### config.mk
export PLATFORM = sky130hd
export DESIGN_NAME = tpv_err
export DESIGN_NICKNAME = d
export VERILOG_FILES = /design/src/design/tpv_pkg.sv /design/src/design/tpv_err.sv
export SDC_FILE = /design/constraint.sdc
export NUM_CORES = 1
export LEC_CHECK = 0
export BUFFER_PORTS_ARGS = -buffer_cell sky130_fd_sc_hd__buf_4
export CAP_MARGIN = 10
export CORE_MARGIN = 2
export CORE_UTILIZATION = 35
export DETAILED_ROUTE_END_ITERATION = 12
export GPL_TIMING_DRIVEN = 0
export PLACE_DENSITY = 0.48
export SYNTH_ARGS = -nofsm -noshare
export SYNTH_HDL_FRONTEND = slang
export SYNTH_SLANG_ARGS = --single-unit
### constraint.sdc
create_clock -name aclk -period 13.78 [get_ports aclk]
set_input_delay 1.378 -clock aclk [delete_from_list [all_inputs] [get_ports aclk]]
set_output_delay 1.378 -clock aclk [all_outputs]
set_load 0.02 [all_outputs]
### src/design/tpv_pkg.sv
// Shared types, widths and constants of the three-axis PID velocity block.
// No dependencies; every other design file imports it.
`default_nettype none

package tpv_pkg;

    localparam int ADDR_W = 5;
    localparam int DATA_W = 32;
    localparam int GAIN_W = 24;
    localparam int LIM_W  = 15;
    localparam int IN_W   = 16;
    localparam int OUT_W  = 16;

    localparam int STOP_RANGE = 307;
    localparam int TICK_DT    = 20;

    // x / TICK_DT as (x >> 2) * ceil(2^24 / 5) >> 24, exact for 24-bit x
    localparam int DT_SHIFT    = 2;
    localparam int DT_ODD      = TICK_DT >> DT_SHIFT;
    localparam int RECIP_SHIFT = 24;
    localparam int DT_RECIP    = ((2 ** RECIP_SHIFT) + DT_ODD - 1) / DT_ODD;
    localparam int RECIP_W     = 22;
    localparam int DQ_W        = 20;
    localparam int KDR_W       = 5;

    localparam int ERR_W  = 17;
    localparam int DIFF_W = 18;
    localparam int ACC_W  = 32;
    localparam int ACCX_W = ACC_W + 1;
    localparam int P_W    = 42;
    localparam int I_W    = 56;
    localparam int Q_W    = 39;
    localparam int RD_W   = 23;
    localparam int SUM_W  = 58;
    localparam int FRAC_W = 16;
    localparam int SH_W   = SUM_W - FRAC_W;

    typedef struct packed {
        logic signed [IN_W-1:0] near_x;
        logic signed [IN_W-1:0] near_y;
        logic signed [IN_W-1:0] far_x;
    } tpv_in_t;

    typedef struct packed {
        logic signed [OUT_W-1:0] turn_rate;
        logic signed [OUT_W-1:0] side_speed;
        logic signed [OUT_W-1:0] forward_speed;
    } tpv_out_t;

    typedef struct packed {
        logic [GAIN_W-1:0] kp;
        logic [GAIN_W-1:0] ki;
        logic [DQ_W-1:0]   kd_q;
        logic [KDR_W-1:0]  kd_r;
        logic [LIM_W-1:0]  limit;
    } tpv_gain_t;

    typedef struct packed {
        tpv_gain_t lin;
        tpv_gain_t ang;
    } tpv_cfg_t;

    typedef struct packed {
        logic adv;
        logic upd;
    } tpv_ctl_t;

    typedef enum logic [2:0] {
        REG_KP_LIN    = 3'd0,
        REG_KI_LIN    = 3'd1,
        REG_KD_LIN    = 3'd2,
        REG_KP_ANG    = 3'd3,
        REG_KI_ANG    = 3'd4,
        REG_KD_ANG    = 3'd5,
        REG_LIN_LIMIT = 3'd6,
        REG_ANG_LIMIT = 3'd7
    } tpv_reg_t;

    function automatic logic [DQ_W-1:0] div_dt(input logic [GAIN_W-1:0] x);
        logic [GAIN_W-DT_SHIFT+RECIP_W-1:0] prod;
        prod = (GAIN_W-DT_SHIFT+RECIP_W)'(x[GAIN_W-1:DT_SHIFT])
             * (GAIN_W-DT_SHIFT+RECIP_W)'(DT_RECIP);
        return prod[RECIP_SHIFT +: DQ_W];
    endfunction

endpackage

`default_nettype wire

### src/design/tpv_err.sv
// Error stage: yaw, side (difference / 3) and forward errors of one beat,
// registered. Depends on tpv_pkg.
`default_nettype none

module tpv_err import tpv_pkg::*; (
    input  logic                    aclk,
    input  tpv_ctl_t                ctl,
    input  tpv_in_t                 in_data,
    output logic signed [ERR_W-1:0] yaw_err,
    output logic signed [ERR_W-1:0] side_err,
    output logic signed [ERR_W-1:0] fwd_err
);

    // |d| / 3 as |d| * ceil(2^18 / 3) >> 18, exact below 2^17
    localparam int DIV3_SHIFT = 18;
    localparam int DIV3_RECIP = ((2 ** DIV3_SHIFT) + 2) / 3;
    localparam int PROD3_W    = 2 * ERR_W;

    logic signed [ERR_W-1:0] dx;
    logic [ERR_W-1:0]        dx_mag;
    logic [PROD3_W-1:0]      prod3;
    logic signed [ERR_W-1:0] third;
    logic signed [ERR_W-1:0] side_next, yaw_next, fwd_next;
    logic signed [ERR_W-1:0] yaw_err_reg, side_err_reg, fwd_err_reg;

    assign dx     = ERR_W'(in_data.far_x) - ERR_W'(in_data.near_x);
    assign dx_mag = dx[ERR_W-1] ? ERR_W'(-dx) : ERR_W'(dx);
    assign prod3  = PROD3_W'(dx_mag) * PROD3_W'(DIV3_RECIP);
    assign third  = $signed({1'b0, prod3[DIV3_SHIFT +: ERR_W-1]});

    assign side_next = dx[ERR_W-1] ? -third : third;
    assign yaw_next  = ERR_W'(in_data.near_y);
    assign fwd_next  = ERR_W'(in_data.near_x) - ERR_W'(STOP_RANGE);

    always_ff @(posedge aclk) begin
        if (ctl.adv) begin
            yaw_err_reg  <= yaw_next;
            side_err_reg <= side_next;
            fwd_err_reg  <= fwd_next;
        end
    end

    assign yaw_err  = yaw_err_reg;
    assign side_err = side_err_reg;
    assign fwd_err  = fwd_err_reg;

endmodule

`default_nettype wire

== After elaboration in Yosys (flattened, before gate mapping) ==
Cells that the tools add are included.

* Register bits after elaboration: 50
* Logic and storage cells: 11

* Add/sub/neg operators: 4
* Multipliers: 1
* Muxes and demuxes: 2

{| class="wikitable"
|+ Operators by type and width
! kind !! count
|-
| $mul A17 B16 Y33 const B || 1
|-
| $mux W17 || 1
|-
| $neg A16 Y17 || 1
|-
| $neg A17 Y17 || 1
|-
| $sub A16 B10 Y17 const B || 1
|-
| $sub A16 B16 Y17 || 1
|-
| $mux W16 || 1
|}

== Longest topological paths before layout ==
* Depth after elaboration: 6
* Gate-level depth with buffers: 37

== Worst setup path before layout ==
No wires, ideal clock.

* Kind: input to register
* Start: input in_data[33] (netlist bit)
* End: register side_err_reg[15] (netlist: side_err[15]), data pin
* Library setup time: 0.270 ns
* Arrival: 9.641 ns
* Setup slack: 3.870 ns
* Stages: 33
* Buffers on the path: 1
* Cell sequence: inv_1 ha_1 nor2b_1 o21a_1 o211a_1 nor2_2 xnor2_1 or4_1 nor4_1 nor3b_2 nand3_1 or4_4 inv_2 ha_1 ha_1 inv_1 fa_1 fa_1 fa_1 fa_1 inv_1 ha_1 buf_2 nand4_1 a2111oi_0 a21boi_0 nor2_1 nand3_1 a21oi_1 xnor2_1 or4b_4 o41ai_2 xor2_1

* Word-level cells in the longest chain between the ends: 6

{| class="wikitable"
|+ Ends and longest elaborated chain
! what !! RTL line !! RTL
|-
| start, declared || tpv_err.sv:8 || <nowiki>input tpv_in_t in_data,</nowiki>
|-
| $sub A16 B16 Y17 * || tpv_err.sv:26 || <nowiki>assign dx = ERR_W'(in_data.far_x) - ERR_W'(in_data.near_x);</nowiki>
|-
| $neg A17 Y17 || tpv_err.sv:27 || <nowiki>assign dx_mag = dx[ERR_W-1] ? ERR_W'(-dx) : ERR_W'(dx);</nowiki>
|-
| $mux W17 || tpv_err.sv:27 ||
|-
| $mul A17 B16 Y33 || tpv_err.sv:28 || <nowiki>assign prod3 = PROD3_W'(dx_mag) * PROD3_W'(DIV3_RECIP);</nowiki>
|-
| $neg A16 Y17 || tpv_err.sv:31 || <nowiki>assign side_next = dx[ERR_W-1] ? -third : third;</nowiki>
|-
| $mux W16 * || tpv_err.sv:31 ||
|-
| via side_next[15] || tpv_err.sv:23 || <nowiki>logic signed [ERR_W-1:0] side_next, yaw_next, fwd_next;</nowiki>
|-
| end signal, assigned || tpv_err.sv:38 || <nowiki>side_err_reg <= side_next;</nowiki>
|-
| end, declared || tpv_err.sv:24 || <nowiki>logic signed [ERR_W-1:0] yaw_err_reg, side_err_reg, fwd_err_reg;</nowiki>
|}

Mark *: on every way through the listed nets, which the timed path passes. The rest lies on a longest branch.
A chain may end at the register's enable or synchronous reset.

== Final worst setup path ==
* Start: input in_data[32] (netlist bit)
* End: register side_err_reg[15] (netlist: side_err[15]), data pin

Same word-level chain as after synthesis.

==> results list <==
- In the routed layout, each cell is associated on average with a via count of 4.89.
- The number of hold violations in the final report is 0.
- After the first detailed-routing iteration, the DRC count stood at 252.
- For this run, design rule violations remaining after detail routing come to 0.
- A synthesized cell averages 9.37 um^2.
- The number of nets handed over by synthesis was 1,213.
- Data required time at the worst endpoint: 13,810 ps
- During placement, the flow inserted port buffers numbering 100.
* Slowest library cell on the worst path: sky130_fd_sc_hd__a2111oi_0
* Hold Path Origin: in_data[26]
- At the pin with the least slew margin, the transition time is 864 ps.
- Dominant register cell in the synthesized netlist: sky130_fd_sc_hd__edfxtp_1
- Clock transition at the registers of the reported paths: 70 ps
- Most frequent CP cell: sky130_fd_sc_hd__fa_1
- The first global-routing pass estimated 37.3 mm of wire.
- The worst setup path is captured at a register.
- Unrepaired setup endpoints after global routing: no
* Maximum operating frequency: 0.0864 GHz
- Sequential elements use 17.3% of the synthesized area.
* Post-cts repair resize count: 0
- Summing the areas of all compound-gate instances in the mapped netlist gives 13.0% of the synthesized area.
- I/O Pins: 102
* Die area: 26,100 um^2
- Synth Cell Area: 8700 um^2
- Most area-consuming cells after synthesis: sky130_fd_sc_hd__ha_1, sky130_fd_sc_hd__fa_1, sky130_fd_sc_hd__edfxtp_1
- Headroom to the max-slew limit: 42.0%
- CTS root buffer: sky130_fd_sc_hd__clkbuf_16
- STA classifies the critical path startpoint as an input pin.
* Number of rows in the core area: 57
- The placed instances occupy a cell area of 9860 um^2.
* Via count of the routed design: 6,657
- Measured along the y axis, the die boundary spans 162 um.
* Core area: 24,400 um^2
- Clk sink count: 50
- After detailed routing, the average wire length per cell comes to 16.6 um.
* Fraction of final layout cells with drive strength greater than 1: 13.2%
* Via count of the first global-routing pass: 7,032
* Post-Route Setup TNS: 0 ps
- Antenna Diode Count: 0
* Post-synth EDFFs: 50
- Yosys instantiated no cell more often than sky130_fd_sc_hd__inv_1.
* Gate Count Post-Synth: 929
* Leading cell types by count after synthesis: sky130_fd_sc_hd__inv_1, sky130_fd_sc_hd__ha_1, sky130_fd_sc_hd__fa_1
- Once the clock tree was built, the setup fixing pass inserted 0 buffers.
* Number of search-and-repair iterations in the first detailed-routing pass: 4
- In the final design database the tool counted 1,320 nets.
- Yosys synthesis warning count: 0
- Initial antenna violation count: 0
- At the worst endpoint, the arrival time is 11,600 ps.
* Top fanout value on the critical path: 10
- The tool flagged a number of max-cap violations equal to 0.
* Flops & latches, synth: 50
- Clock tree buffer depth: 2
- The portion of synthesized area spent on multiplexers is 0.345%.
- Number of distinct standard cells referenced by the synthesized netlist: 74
- After layout, the worst path uses 84.0% of the clock period.
* Combined global-route utilization of all metal layers: 18.0%
- WS Path Type: in -> reg
- TritonCTS built the clock tree.
- Fraction of registers with async set/reset: 0%
* Post-synth top area share: 21.4%
- Setup violations remaining at the end of the flow were counted as 0.
- Compared with the post-synthesis result, the final layout area differs by 15.0%.
* Fin crit period: 11,570 ps
* Htree depth: 2
* Largest net degree at the start of global routing: 51
- The run finished with clean final reports.
- By area, the combinational part of the netlist is dominated by adder cells.
* Slowest Stage Delay on Critical Path: 710 ps
* Post-CTS Hold Fix Bufs: 0
* X dimension of the die: 162 um
- Dpl hpwl: 20.1 mm
- Final count of pins violating max slew: 0
* Drt total wl: 22.6 mm
* Final estimated routing congestion in global placement: 0.851
* Xor/xnor cell area share of the yosys netlist: 8.24%
- Summing all non-filler instances in the final layout gives an area of 10,000 um^2.
- TritonCTS created 5 clock buffers.
- Area leader, netlist: sky130_fd_sc_hd__ha_1
- Initial Util: 35.7%
- Fraction of the mapped netlist area in simple logic gates: 11.2%
- Timing startpoint of the critical path: in_data[32]
- The total overflow left after global routing is 0.
- Remaining antenna violation count: 0
* Worst min-delay path category: in -> reg
* Fraction of the mapped netlist area in adder cells: 40.8%
layer usage:
metal  track usage [%]  vias to the layer above  part of all wire [%]
li1                  -                     3368                     -
met1              25.2                     3136                    48
met2              30.5                      131                    46
met3              1.56                       22                   3.9
met4              3.86                        0                   1.8
met5                 0                        -                     0
path summary, 6_finish.rpt:
kind	endpoint	slack, ps	cells after the start
worst max-delay path	side_err[15]$_DFFE_PP_	2210	34
worst min-delay path	yaw_err[10]$_DFFE_PP_	1260	1
layout by cell type (no fill, tap or decap), drive strengths merged, types with 3 or more instances in the layout:
cell type | Yosys | layout
a21o | 17 | 17
o211ai | 8 | 8
clkbuf | 10 | 15
nand2b | 6 | 6
and3 | 3 | 3
nand2 | 34 | 34
nand4 | 13 | 13
xnor2 | 56 | 56
inv | 199 | 200
ha | 149 | 149
nand3 | 9 | 9
and4 | 6 | 6
nor2b | 6 | 6
o21bai | 5 | 5
a21oi | 55 | 55
and2 | 5 | 5
o31ai | 5 | 5
nor4 | 10 | 10
o41ai | 3 | 3
or4 | 4 | 4
nor2 | 52 | 52
xor2 | 25 | 25
a221oi | 3 | 3
mux2i | 3 | 3
nor3b | 3 | 3
a31oi | 14 | 14
o21ai | 36 | 36
a21boi | 3 | 3
nor3 | 17 | 17
o21a | 5 | 5
buf | 4 | 104
fa | 84 | 84
edfxtp | 50 | 50
critical path: cells and delay by family:
kind	cells	cell delay, ps
simple gates	8	1850
xor+xnor	3	780
compound gates	6	2150
buf+inv	8	1540
fa+ha+maj	9	3900
final cells by class:
class,instances,area [um^2]
Clock buffer,5,125
Timing Repair Buffer,100,751
Multi-Input combinational cell,666,6390
Fill cell,2537,14400
Clock inverter,3,20.0
Sequential cell,50,1500
Inverter,199,747
Buffer,14,58.8
Tap cell,324,405
cells by family (layout without fill, tap and decap cells):
logic type,after synthesis,after routing
xor gates and xnor gates,81,81
and+or+nand+nor,179,179
adders and majority gates,233,233
DFF,50,50
AOI/OAI and AO/OA,170,170
muxes,3,3
buffers and inverters,213,321
per-stage QoR:
| stage | setup WS [ps] | cells | hold slack (ps) | utilization [%] |
|---|---|---|---|---|
| after floorplan | 3870 | 929 | 1480 | - |
| after global placement | 1850 | 1353 | 1560 | 40.4 |
| after detailed placement | 1940 | 1353 | 1560 | 40.4 |
| after CTS | 2210 | 1361 | 1260 | 41.0 |
| after global routing | 1570 | 1361 | 1250 | 41.0 |
| final | 2210 | 1361 | 1260 | 41.0 |
Power is not shown: default switching activity piles up to over one toggle a cycle in this logic, so the estimate is an artifact.
